**config.mk**
```make
export PLATFORM = sky130hd
export DESIGN_NAME = rc_pulse_frame_conditioner_core
export DESIGN_NICKNAME = d
export VERILOG_FILES = /design/src/hdl/rpfc_pkg.sv /design/src/hdl/rpfc_cfg.sv /design/src/hdl/rpfc_chan.sv /design/src/hdl/rpfc_door.sv /design/src/hdl/rc_pulse_frame_conditioner_core.sv
export SDC_FILE = /design/constraint.sdc
export NUM_CORES = 2
export LEC_CHECK = 0
export ABC_AREA = 0
export CORE_ASPECT_RATIO = 1.4
export CORE_MARGIN = 8
export CORE_UTILIZATION = 43
export CTS_BUF_LIST = sky130_fd_sc_hd__clkbuf_16
export CTS_CLUSTER_DIAMETER = 30
export CTS_CLUSTER_SIZE = 16
export DETAILED_ROUTE_END_ITERATION = 16
export DONT_BUFFER_PORTS = 1
export PLACE_DENSITY = 0.61
export SLEW_MARGIN = 20
export SYNTH_ARGS = -nofsm -noshare
export SYNTH_HDL_FRONTEND = slang
export SYNTH_SLANG_ARGS = --single-unit
export TNS_END_PERCENT = 1
```
**constraint.sdc**
```tcl
create_clock -name clk_i -period 25.2 [get_ports clk_i]
set_clock_uncertainty 0.2 [all_clocks]
set_input_delay 1.26 -clock clk_i [delete_from_list [all_inputs] [get_ports clk_i]]
set_output_delay 1.26 -clock clk_i [all_outputs]
set_load 0.02 [all_outputs]
```
**src/hdl/rpfc_pkg.sv**
```systemverilog
`timescale 1ns / 1ps
package rpfc_pkg;

  // Field and bus widths
  localparam int unsigned WidthW   = 12;
  localparam int unsigned TimeW    = 32;
  localparam int unsigned HoldW    = 16;
  localparam int unsigned CfgDataW = 16;
  localparam int unsigned CfgIdxW  = 3;
  localparam int unsigned InDataW  = 104;
  localparam int unsigned OutDataW = 88;
  localparam int unsigned OutUserW = 2;

  // Stick deadband and gain
  localparam logic [WidthW-1:0] StickBandLo = 12'd1400;
  localparam logic [WidthW-1:0] StickBandHi = 12'd1600;
  localparam logic [WidthW-1:0] StickCenter = 12'd1500;
  // (84*d + 152000) / 100 is 4*(21*d + 38000) / 100, so divide by 25
  localparam logic signed [18:0] StickOffsetDiv4 = 19'sd38000;
  // ceil(2^22 / 25); exact floor division for values below 2^17
  localparam logic [17:0] Recip25   = 18'd167773;
  localparam int unsigned Recip25Sh = 22;

  // Door timer and save level
  localparam logic [TimeW-1:0]  ShortPressMin  = 32'd50;
  localparam logic [TimeW-1:0]  ShortPressMax  = 32'd300;
  localparam logic [WidthW-1:0] SaveSetLevel   = 12'd1300;
  localparam logic [WidthW-1:0] SaveClearLevel = 12'd2140;

  // Register indexes
  typedef enum logic [CfgIdxW-1:0] {
    CFG_BTN_LOW   = 3'd0,
    CFG_BTN_HIGH  = 3'd1,
    CFG_DOOR_LOW  = 3'd2,
    CFG_HOLD_TIME = 3'd3,
    CFG_LOW_CODE  = 3'd4,
    CFG_HIGH_CODE = 3'd5,
    CFG_RANGE_MIN = 3'd6,
    CFG_RANGE_MAX = 3'd7
  } cfg_idx_e;

  typedef struct packed {
    logic [WidthW-1:0] btn_low_th;
    logic [WidthW-1:0] btn_high_th;
    logic [WidthW-1:0] door_low_th;
    logic [HoldW-1:0]  hold_time;
    logic [WidthW-1:0] low_code;
    logic [WidthW-1:0] high_code;
    logic [WidthW-1:0] range_min;
    logic [WidthW-1:0] range_max;
  } cfg_t;

  typedef struct packed {
    logic [WidthW-1:0] steer;
    logic [WidthW-1:0] throttle;
    logic [WidthW-1:0] zero_turn;
    logic [WidthW-1:0] relay;
    logic [WidthW-1:0] mode;
    logic [WidthW-1:0] door;
  } frame_t;

  typedef struct packed {
    logic              ok;
    logic [WidthW-1:0] steer;
    logic [WidthW-1:0] throttle;
    logic [WidthW-1:0] zero_turn;
    logic [WidthW-1:0] relay;
    logic [WidthW-1:0] mode;
    logic [WidthW-1:0] door_code;
  } chan_res_t;

  typedef struct packed {
    logic latch_next;
    logic save_flag;
    logic parity_next;
  } door_stat_t;

endpackage

```
**src/hdl/rpfc_cfg.sv**
```systemverilog
`timescale 1ns / 1ps
module rpfc_cfg (
  input  logic                          clk_i,
  input  logic                          rst_ni,
  input  logic                          we_i,
  input  logic [rpfc_pkg::CfgIdxW-1:0]  index_i,
  input  logic [rpfc_pkg::CfgDataW-1:0] wdata_i,
  output rpfc_pkg::cfg_t                cfg_o
);
  import rpfc_pkg::*;

  cfg_t cfg_q, cfg_d;

  // Decode the write onto one register
  always_comb begin
    cfg_d = cfg_q;
    if (we_i) begin
      case (cfg_idx_e'(index_i))
        CFG_BTN_LOW:   cfg_d.btn_low_th  = wdata_i[WidthW-1:0];
        CFG_BTN_HIGH:  cfg_d.btn_high_th = wdata_i[WidthW-1:0];
        CFG_DOOR_LOW:  cfg_d.door_low_th = wdata_i[WidthW-1:0];
        CFG_HOLD_TIME: cfg_d.hold_time   = wdata_i[HoldW-1:0];
        CFG_LOW_CODE:  cfg_d.low_code    = wdata_i[WidthW-1:0];
        CFG_HIGH_CODE: cfg_d.high_code   = wdata_i[WidthW-1:0];
        CFG_RANGE_MIN: cfg_d.range_min   = wdata_i[WidthW-1:0];
        CFG_RANGE_MAX: cfg_d.range_max   = wdata_i[WidthW-1:0];
        default:       cfg_d = cfg_q;
      endcase
    end
  end

  always_ff @(posedge clk_i or negedge rst_ni) begin
    if (!rst_ni) begin
      cfg_q.btn_low_th  <= 12'd1300;
      cfg_q.btn_high_th <= 12'd1700;
      cfg_q.door_low_th <= 12'd1300;
      cfg_q.hold_time   <= 16'd1000;
      cfg_q.low_code    <= 12'd1000;
      cfg_q.high_code   <= 12'd2000;
      cfg_q.range_min   <= 12'd900;
      cfg_q.range_max   <= 12'd2100;
    end else begin
      cfg_q <= cfg_d;
    end
  end

  assign cfg_o = cfg_q;

endmodule

```
**src/hdl/rpfc_chan.sv**
```systemverilog
`timescale 1ns / 1ps
module rpfc_chan (
  input  rpfc_pkg::frame_t    frame_i,
  input  rpfc_pkg::cfg_t      cfg_i,
  output rpfc_pkg::chan_res_t res_o
);
  import rpfc_pkg::*;

  // Snap a stick to center inside the open deadband
  function automatic logic [WidthW-1:0] deadband(input logic [WidthW-1:0] w);
    return (w > StickBandLo && w < StickBandHi) ? StickCenter : w;
  endfunction

  // Gain of 0.84 about center, offset to 1520, truncated and clamped at zero
  function automatic logic [WidthW-1:0] scale(input logic [WidthW-1:0] w,
                                              input logic invert);
    logic signed [13:0] d;
    logic signed [18:0] dx;
    logic signed [18:0] y;
    logic [34:0]        prod;
    logic [12:0]        q;
    logic [WidthW-1:0]  r;
    d    = invert ? ($signed({2'b00, StickCenter}) - $signed({2'b00, w}))
                  : ($signed({2'b00, w}) - $signed({2'b00, StickCenter}));
    dx   = 19'(d);
    y    = (dx <<< 4) + (dx <<< 2) + dx + StickOffsetDiv4;
    prod = 35'(y[16:0]) * 35'(Recip25);
    q    = prod[Recip25Sh +: 13];
    if (y <= 19'sd0) begin
      r = '0;
    end else if (q[12]) begin
      r = '1;
    end else begin
      r = q[WidthW-1:0];
    end
    return r;
  endfunction

  // Map a button width onto low code, high code or zero
  function automatic logic [WidthW-1:0] btn_code(input logic [WidthW-1:0] w,
                                                 input logic [WidthW-1:0] lo_th,
                                                 input cfg_t c);
    logic [WidthW-1:0] r;
    if (w < lo_th) begin
      r = c.low_code;
    end else if (w > c.btn_high_th) begin
      r = c.high_code;
    end else begin
      r = '0;
    end
    return r;
  endfunction

  function automatic logic in_range(input logic [WidthW-1:0] w, input cfg_t c);
    return (w >= c.range_min) && (w <= c.range_max);
  endfunction

  logic [WidthW-1:0] steer_db, throttle_db;

  assign steer_db    = deadband(frame_i.steer);
  assign throttle_db = deadband(frame_i.throttle);

  // Range check on all six widths
  assign res_o.ok = in_range(steer_db, cfg_i) && in_range(throttle_db, cfg_i) &&
                    in_range(frame_i.zero_turn, cfg_i) && in_range(frame_i.relay, cfg_i) &&
                    in_range(frame_i.mode, cfg_i) && in_range(frame_i.door, cfg_i);

  assign res_o.steer     = scale(steer_db, 1'b0);
  assign res_o.throttle  = scale(throttle_db, 1'b1);
  assign res_o.zero_turn = btn_code(frame_i.zero_turn, cfg_i.btn_low_th, cfg_i);
  assign res_o.relay     = btn_code(frame_i.relay, cfg_i.btn_low_th, cfg_i);
  assign res_o.mode      = btn_code(frame_i.mode, cfg_i.btn_low_th, cfg_i);
  assign res_o.door_code = btn_code(frame_i.door, cfg_i.door_low_th, cfg_i);

endmodule

```
**src/hdl/rpfc_door.sv**
```systemverilog
`timescale 1ns / 1ps
module rpfc_door (
  input  logic                        clk_i,
  input  logic                        rst_ni,
  input  logic                        step_i,
  input  logic [rpfc_pkg::WidthW-1:0] code_i,
  input  logic [rpfc_pkg::TimeW-1:0]  now_i,
  input  rpfc_pkg::cfg_t              cfg_i,
  output rpfc_pkg::door_stat_t        stat_o
);
  import rpfc_pkg::*;

  logic             latch_q, latch_d;
  logic             save_q, save_d;
  logic             press_seen_q, press_seen_d;
  logic             release_seen_q, release_seen_d;
  logic             pending_q, pending_d;
  logic             parity_q, parity_d;
  logic [TimeW-1:0] press_time_q, press_time_d;
  logic [TimeW-1:0] release_time_q, release_time_d;
  logic [TimeW-1:0] rel_t, dlt;

  // Press/release timer, advanced once per good frame
  always_comb begin
    latch_d        = latch_q;
    save_d         = save_q;
    press_seen_d   = press_seen_q;
    release_seen_d = release_seen_q;
    pending_d      = pending_q;
    parity_d       = parity_q;
    press_time_d   = press_time_q;
    release_time_d = release_time_q;
    rel_t          = release_seen_q ? release_time_q : now_i;
    dlt            = rel_t - press_time_q;
    if (step_i) begin
      parity_d = ~parity_q;
      if (code_i == cfg_i.high_code) begin
        if (!press_seen_q) begin
          pending_d      = 1'b1;
          press_seen_d   = 1'b1;
          press_time_d   = now_i;
          release_seen_d = 1'b0;
        end
      end else if (code_i == cfg_i.low_code) begin
        press_seen_d = 1'b0;
        if (!release_seen_q) begin
          release_time_d = now_i;
          release_seen_d = 1'b1;
        end
        if (pending_q && dlt >= TimeW'(cfg_i.hold_time)) begin
          latch_d = ~latch_q;
        end
        if (pending_q && dlt > ShortPressMin && dlt < ShortPressMax) begin
          save_d = ~save_q;
        end
        pending_d = 1'b0;
      end
    end
  end

  always_ff @(posedge clk_i or negedge rst_ni) begin
    if (!rst_ni) begin
      latch_q        <= 1'b0;
      save_q         <= 1'b0;
      press_seen_q   <= 1'b0;
      release_seen_q <= 1'b0;
      pending_q      <= 1'b0;
      parity_q       <= 1'b0;
      press_time_q   <= '0;
      release_time_q <= '0;
    end else begin
      latch_q        <= latch_d;
      save_q         <= save_d;
      press_seen_q   <= press_seen_d;
      release_seen_q <= release_seen_d;
      pending_q      <= pending_d;
      parity_q       <= parity_d;
      press_time_q   <= press_time_d;
      release_time_q <= release_time_d;
    end
  end

  // Save level reads the flag before this frame's update
  assign stat_o.latch_next  = latch_d;
  assign stat_o.save_flag   = save_q;
  assign stat_o.parity_next = parity_d;

endmodule

```
**src/hdl/rc_pulse_frame_conditioner_core.sv**
```systemverilog
`timescale 1ns / 1ps
// Channel  Direction  Handshake                    Payload
// s_axis   in         s_axis_tvalid/s_axis_tready  one frame of six widths and a ms tick
// m_axis   out        m_axis_tvalid/m_axis_tready  conditioned frame, error and parity flags
// cfg      in         cfg_we_i                     register index and write data
//
// A frame is taken into an input register, worked by combinational logic and held in an
// output register; the result word is registered there when the output is free or taken.
// Both registers move on the same edge, so a frame per cycle holds while m_axis takes words;
// a stall on m_axis holds the result register and fills the input register before
// s_axis_tready drops.
// Reset clears the handshake, the door timer state and loads register defaults.
module rc_pulse_frame_conditioner_core (
  input  logic                          clk_i,
  input  logic                          rst_ni,
  input  logic                          s_axis_tvalid,
  output logic                          s_axis_tready,
  // steer, throttle, zero_turn, relay, mode, door width (12b each), now_ms (32b)
  input  logic [rpfc_pkg::InDataW-1:0]  s_axis_tdata,
  output logic                          m_axis_tvalid,
  input  logic                          m_axis_tready,
  // steer, throttle, zero_turn, relay, mode, save_level, door_level (12b each), 4b zero
  output logic [rpfc_pkg::OutDataW-1:0] m_axis_tdata,
  // packet_error, frame_parity
  output logic [rpfc_pkg::OutUserW-1:0] m_axis_tuser,
  input  logic                          cfg_we_i,
  input  logic [rpfc_pkg::CfgIdxW-1:0]  cfg_index_i,
  input  logic [rpfc_pkg::CfgDataW-1:0] cfg_wdata_i
);
  import rpfc_pkg::*;

  cfg_t       cfg;
  chan_res_t  chan;
  door_stat_t door;
  frame_t     frame;

  logic                in_vld_q, in_vld_d;
  logic [InDataW-1:0]  in_data_q;
  logic                out_vld_q, out_vld_d;
  logic [OutDataW-1:0] out_data_q, out_data_d;
  logic [OutUserW-1:0] out_user_q, out_user_d;
  logic                adv;
  logic [WidthW-1:0]   save_lvl, door_lvl;

  rpfc_cfg u_cfg (
    .clk_i   (clk_i),
    .rst_ni  (rst_ni),
    .we_i    (cfg_we_i),
    .index_i (cfg_index_i),
    .wdata_i (cfg_wdata_i),
    .cfg_o   (cfg)
  );

  // Unpack the held word, lowest field first
  assign frame.steer     = in_data_q[11:0];
  assign frame.throttle  = in_data_q[23:12];
  assign frame.zero_turn = in_data_q[35:24];
  assign frame.relay     = in_data_q[47:36];
  assign frame.mode      = in_data_q[59:48];
  assign frame.door      = in_data_q[71:60];

  rpfc_chan u_chan (
    .frame_i (frame),
    .cfg_i   (cfg),
    .res_o   (chan)
  );

  rpfc_door u_door (
    .clk_i  (clk_i),
    .rst_ni (rst_ni),
    .step_i (adv && chan.ok),
    .code_i (chan.door_code),
    .now_i  (in_data_q[103:72]),
    .cfg_i  (cfg),
    .stat_o (door)
  );

  // Move a word from the input register to the output register
  assign adv           = in_vld_q && (!out_vld_q || m_axis_tready);
  assign s_axis_tready = !in_vld_q || adv;

  assign in_vld_d  = (s_axis_tvalid && s_axis_tready) ? 1'b1 : (adv ? 1'b0 : in_vld_q);
  assign out_vld_d = adv ? 1'b1 : (m_axis_tready ? 1'b0 : out_vld_q);

  assign save_lvl = door.save_flag ? SaveSetLevel : SaveClearLevel;
  assign door_lvl = door.latch_next ? cfg.low_code : cfg.high_code;

  // Build the result word; a rejected frame shows only the error flag
  always_comb begin
    if (chan.ok) begin
      out_data_d = {4'b0000, door_lvl, save_lvl, chan.mode, chan.relay,
                    chan.zero_turn, chan.throttle, chan.steer};
      out_user_d = {door.parity_next, 1'b0};
    end else begin
      out_data_d = '0;
      out_user_d = 2'b01;
    end
  end

  always_ff @(posedge clk_i or negedge rst_ni) begin
    if (!rst_ni) begin
      in_vld_q  <= 1'b0;
      out_vld_q <= 1'b0;
    end else begin
      in_vld_q  <= in_vld_d;
      out_vld_q <= out_vld_d;
    end
  end

  // Payload registers
  always_ff @(posedge clk_i) begin
    if (s_axis_tvalid && s_axis_tready) begin
      in_data_q <= s_axis_tdata;
    end
    if (adv) begin
      out_data_q <= out_data_d;
      out_user_q <= out_user_d;
    end
  end

  assign m_axis_tvalid = out_vld_q;
  assign m_axis_tdata  = out_data_q;
  assign m_axis_tuser  = out_user_q;

endmodule

```
# ---- Yosys cells after proc, flatten, opt, wreduce, memory -nomap -nowiden
# Cells that the tools add are included.
dict set report word_totals {
  inputBits 128
  ff_bits 366
}
dict set report classes {
  muxes 32
  n_bitwise 6
  add_sub_neg 9
  magnitude_cmp 29
  eq_ne 10
  mul 2
  reduce_logical 42
}
# operator count
set ops {}
lappend ops {{2-to-1 mux 12 bit} 14}
lappend ops {{>= comparator 12 bit} 6}
lappend ops {{<= comparator 12 bit} 6}
lappend ops {{multiplier 17 x 18 -> 35 bit (second input constant)} 2}
lappend ops {{> comparator 12 bit} 4}
lappend ops {{< comparator 12 bit} 4}
lappend ops {{adder 18 x 13 -> 19 bit} 2}
lappend ops {{adder 19 x 17 -> 19 bit (second input constant)} 2}
lappend ops {{<= comparator 19 x 1 -> 1 bit (second input constant)} 2}
lappend ops {{adder 17 x 15 -> 18 bit} 2}
lappend ops {{>= comparator 32 x 16 -> 1 bit} 1}
lappend ops {{> comparator 32 x 6 -> 1 bit (second input constant)} 1}
lappend ops {{< comparator 32 x 9 -> 1 bit (second input constant)} 1}
lappend ops {{2-to-1 mux 32 bit} 1}
lappend ops {{subtractor 32 bit} 1}
lappend ops {{== test 12 bit} 2}
lappend ops {{> comparator 12 x 11 -> 1 bit (second input constant)} 2}
lappend ops {{< comparator 12 x 11 -> 1 bit (second input constant)} 2}
lappend ops {{logical AND 1 bit} 19}
lappend ops {{AND reduction 2 bit} 9}
lappend ops {{2-to-1 mux 1 bit} 17}
lappend ops {{subtractor 11 x 12 -> 13 bit (first input constant)} 1}
lappend ops {{subtractor 12 x 11 -> 13 bit (second input constant)} 1}
lappend ops {{== test 3 bit (second input constant)} 4}
lappend ops {{11 further kinds} 24}

# ---- Depth between registers and ports, before layout
dict set report depth {
  ltp_word 13
  depth_mapped 51
  ltp_nobuf 49
}

# ---- By module
# A second synthesis with hierarchy kept.
dict set report hier_totals {
  hier_cells 3422
  area_unflattened_um2 35550.3
}
# mod cells_each n_inst area_each_um2 seq_area_each_um2
set by_module_without_submodules {}
lappend by_module_without_submodules {rpfc_chan 2259 1 19665.1 0.0}
lappend by_module_without_submodules {rc_pulse_frame_conditioner_core 301 1 6243.5 5485.3}
lappend by_module_without_submodules {rpfc_door 646 1 5773.0 1751.7}
lappend by_module_without_submodules {rpfc_cfg 216 1 3868.7 2551.2}

# ---- Worst setup path before layout
# Ideal clock, no wire load.
dict set report synth_path {
  kind {flip-flop to flip-flop}
  startpoint {register in_data_q[9]}
  endpoint {register out_data_q[10] (netlist: m_axis_tdata[10]) (data pin)}
  required_time_ps 24746
  path_slack_ps 13390
  synth_period_minus_slack_ps 11810
  n_path_buf 2
  setup_ps 254
  t_arrival_ps 11356
  stages_incl_launch_ff 47
  cell_sequence {edfxtp_1 inv_1 nor4_1 a31oi_1 nor3b_1 clkbuf_1 or2_2 ha_1 xor2_1 inv_1 ha_1 fa_1 inv_1 ha_1 fa_1 a21o_1 a21oi_1 o21bai_1 [... 11 more ...] inv_1 fa_1 inv_1 fa_1 inv_1 ha_1 a21oi_1 nor2b_1 o21ai_0 nand2b_1 o41ai_2 o22ai_1 a2111o_1 a31o_2 a21oi_1 xnor2_1 clkbuf_1 o21a_1}
}
dict set report synth_between {
  elab_chain_cells 12
  elab_cells_between_ends 21
  cone_classes {add/sub: 4; mul: 1; order compare: 5; mux: 2; bitwise: 1; reduce/logical: 8}
}
# element line_no
set synth_rtl {}
lappend synth_rtl {{start, declared} rc_pulse_frame_conditioner_core.sv:38} ;# logic [InDataW-1:0] in_data_q;
lappend synth_rtl {{start signal, assigned} rc_pulse_frame_conditioner_core.sv:113} ;# in_data_q <= s_axis_tdata;
lappend synth_rtl {{> comparator 12 x 11 -> 1 bit / < comparator 12 x 11 -> 1 bit (equally long branches)} rpfc_chan.sv:11} ;# return (w > StickBandLo && w < StickBandHi) ? StickCenter : w;
lappend synth_rtl {{logical AND 1 bit} rpfc_chan.sv:11}
lappend synth_rtl {{2-to-1 mux 12 bit *} rpfc_chan.sv:11}
lappend synth_rtl {{branches (longest 9 deep; another with multiplier 17 x 18 -> 35 bit)} n/a}
lappend synth_rtl {{end signal, assigned} rc_pulse_frame_conditioner_core.sv:116} ;# out_data_q <= out_data_d;
lappend synth_rtl {{end, declared} rc_pulse_frame_conditioner_core.sv:40} ;# logic [OutDataW-1:0] out_data_q, out_data_d;
# Mark *: on every way between the ends.
# A chain may end at the register's enable or synchronous reset.

# ---- Worst setup path after layout
dict set report layout_path {
  startpoint {register in_data_q[20]}
  endpoint {register out_data_q[14] (netlist: m_axis_tdata[14]) (data pin)}
}
dict set report layout_between {
  elab_chain_cells 12
  elab_cells_between_ends 21
  cone_classes {add/sub: 4; mul: 1; order compare: 5; mux: 2; bitwise: 1; reduce/logical: 8}
}
# element line_no
set layout_rtl {}
lappend layout_rtl {{> comparator 12 x 11 -> 1 bit / < comparator 12 x 11 -> 1 bit (equally long branches)} rpfc_chan.sv:11}
lappend layout_rtl {{logical AND 1 bit} rpfc_chan.sv:11}
lappend layout_rtl {{2-to-1 mux 12 bit *} rpfc_chan.sv:11}
lappend layout_rtl {{branches (longest 9 deep; another with multiplier 17 x 18 -> 35 bit)} n/a}
# Marks and branches as above.

==> metrics.yaml <==
status: "finished clean"
drv_slew: 0
path_clk_slew_ns: 0.05
r2r-start: "in_data_q[20]"
cts_setup_buffers: 0
die_h_um: 353
rows: 123
grt_pass1_vias: 26005
drv_cap: 0
nets: 4386
cts_buffers: 76
grt_usage: 0.210
end_kind: "register"
synth_flop_cell: "edfxtp_1"
finalInstanceArea_mm2: 0.0388
start_kind: "register"
clock-root-buffer: "clkbuf_16"
antenna_found_initial: 26
async_reset_ff_frac: 0.487
synth_area_mm2: 0.0348
wl_mm: 95.1
grt_overflow: 0
final_util: 0.482
dr.pass1.iters: 5
initial_core_util: 0.433
drt-vias-per-instance: 5.47
hpwl_mm: 76.1
critPathKind: "reg2reg"
synth_area_leader_cell: "ha_1"
drtAntennaViolNets: 0
coreArea_mm2: 0.0803
cts_max_path_buffers: 3
tritoncts: "done"
slew_headroom: 0.293
drive_gt1_frac: 0.114
arrival_ns: 13.19
area_growth_pct: 11.3
die_width_um: 257
synth.distinct_cells: 80
synth.ff_latch_count: 353
dpl-instance-area_mm2: 0.0360
cp.required_ns: 25.32
vias: 24766
synth_top_area_share: 0.227
yosysWarningCount: 0
drc_errors: 0
fmaxAchievable_ghz: 0.0766
grt_pass1_wl_mm: 149
synthTopCellsByArea: "ha_1, edfxtp_1, fa_1, dfrtp_1, inv_1"
boundaryPins: 220
crit_path_frequent_cell: "inv_1"
period_share: 0.518
finalSetupViolations: 0
cp_num_buf_inv: 8
fillers: 7510
yosysSeqAreaShare: 0.281
clk_latency_ns: 0.64
min_period_ns: 13.06
final_hold_viol_count: 0
syn_area_per_cell_um2: 10.4
cts_hold_buf: 0
worstMarginPinSlew_ns: 1.06
cts-resized-gates: 0
cp_max_fo: 16
die_area_mm2: 0.0905
slowest_delay_ns: 0.76
critPathTopFamily: "adder cells"
synth-edff-count: 181
clock_sinks: 353
cts.htree.levels: 3
rr_worst_depth: 46
drt_iter0_drc: 1191
rrSetupSlack_ns: 12.14
wl_per_cell_um: 21.0
path_depth: 46
gpl.final_weighted_congestion: 0.898
grt_max_degree: 173
min_path_type: "in2async"
tns_ns: 0
timing.rr.end: "m_axis_tdata[14]"
cp_slowest_cell: "xnor2_1"
portBuffers: 0
syn_inst: 3364
rsz0062_at_grt: "false"
## per-layer routing
layer / up-vias / share of wire / GRT usage
met4: 12 / 0.044 / 0.0888
met5: - / 0.00090 / 0
li1: 11747 / - / -
met3: 227 / 0.054 / 0.0433
met1: 12181 / 0.37 / 0.229
met2: 599 / 0.53 / 0.388
## placed cells by master, fill, tap and decap left out, types with 76 or more instances in the layout
master     Yosys  routed
ha_1         633     633
inv_1        607     613
fa_1         234     234
a21oi_1      192     192
edfxtp_1     181     181
nand2_1      154     154
dfrtp_1      133     133
o21ai_0      132     131
mux2_2       127     127
a21o_1        99      99
nor2_1        77      77
clkbuf_16      0      76
## cell type report
cell class / count / area (um2) / share of cell area
clock buffers: 76 / 1900 / 0.0491
multi-input cells: 2331 / 22400 / 0.579
repair buffers: 22 / 165 / 0.00426
diodes: 9 / 22.5 / 0.000581
well taps: 1062 / 1330 / 0.0343
inverters: 607 / 2280 / 0.0589
flip-flops and latches: 353 / 9790 / 0.253
clock inverters: 66 / 826 / 0.0213
## worst max-delay path by stage
stage                  startpoint          endpoint  slack [ns]
floorplan            in_data_q[9]  m_axis_tdata[10]       13.39
global placement    in_data_q[20]  m_axis_tdata[16]       12.38
detailed placement  in_data_q[20]  m_axis_tdata[14]       12.22
CTS                 in_data_q[20]  m_axis_tdata[14]       12.14
global route        in_data_q[20]  m_axis_tdata[15]       11.09
finish              in_data_q[20]  m_axis_tdata[14]       12.14
## synth_stat cells (6+ instances only)
cell and n:
ha_1 633, inv_1 607, fa_1 234, a21oi_1 192
edfxtp_1 181, nand2_1 154, dfrtp_1 133, o21ai_0 132
mux2_2 127, a21o_1 99, nor2_1 77, xnor2_1 59
clkbuf_1 57, nand4_1 57, nand3_1 46, o21a_1 41
or3_1 40, dfstp_2 39, nand2b_1 38, nor3_1 38
nor2b_1 33, xor2_1 31, mux2_4 28, a211oi_1 16
o211ai_1 15, or2_2 14, buf_4 13, a31oi_1 12
and3_1 12, nor4_1 12, o21bai_1 12, nor3b_1 11
or3b_2 11, a211o_1 10, and4_1 10, a221oi_1 9
o22ai_1 9, mux2i_1 8, nand3b_1 7, a31o_2 6
or4_1 6
## registers in the layout, summed over array words and instances, names as in the netlist
name	cells
u_door.latch_q	1
u_door.press_time_q	32
in_data_q	104
in_vld_q	1
u_cfg.cfg_o	100
u_door.pending_q	1
m_axis_tvalid	1
m_axis_tuser	2
u_door.release_seen_q	1
u_door.parity_q	1
u_door.press_seen_q	1
u_door.release_time_q	32
m_axis_tdata	75
u_door.save_q	1
## cell families after synthesis
family / Yosys count / share of synthesized area
mux: 163 / 0.0554
simple gates: 578 / 0.0871
buf+inv: 688 / 0.0765
other cells: 1 / 0.000108
flops: 353 / 0.281
fa+ha+maj: 867 / 0.362
xor+xnor: 90 / 0.0226
compound gates: 624 / 0.115
## per-stage QoR
| stage | hold WS, ns | worst slack [ns] | instances |
|---|---|---|---|
| 6_report | 0.133 | 12.14 | 4526 |
| 5_1_grt | 0.107 | 11.09 | 4517 |
| 4_1_cts | 0.0907 | 12.14 | 4517 |
| 3_5_place_dp | 0.271 | 12.22 | 4375 |
| 3_3_place_gp | 0.250 | 12.38 | 4375 |
| 2_1_floorplan | 0.237 | 13.39 | 3372 |
Power is not shown: default switching activity piles up to over one toggle a cycle in this logic, so the estimate is an artifact.
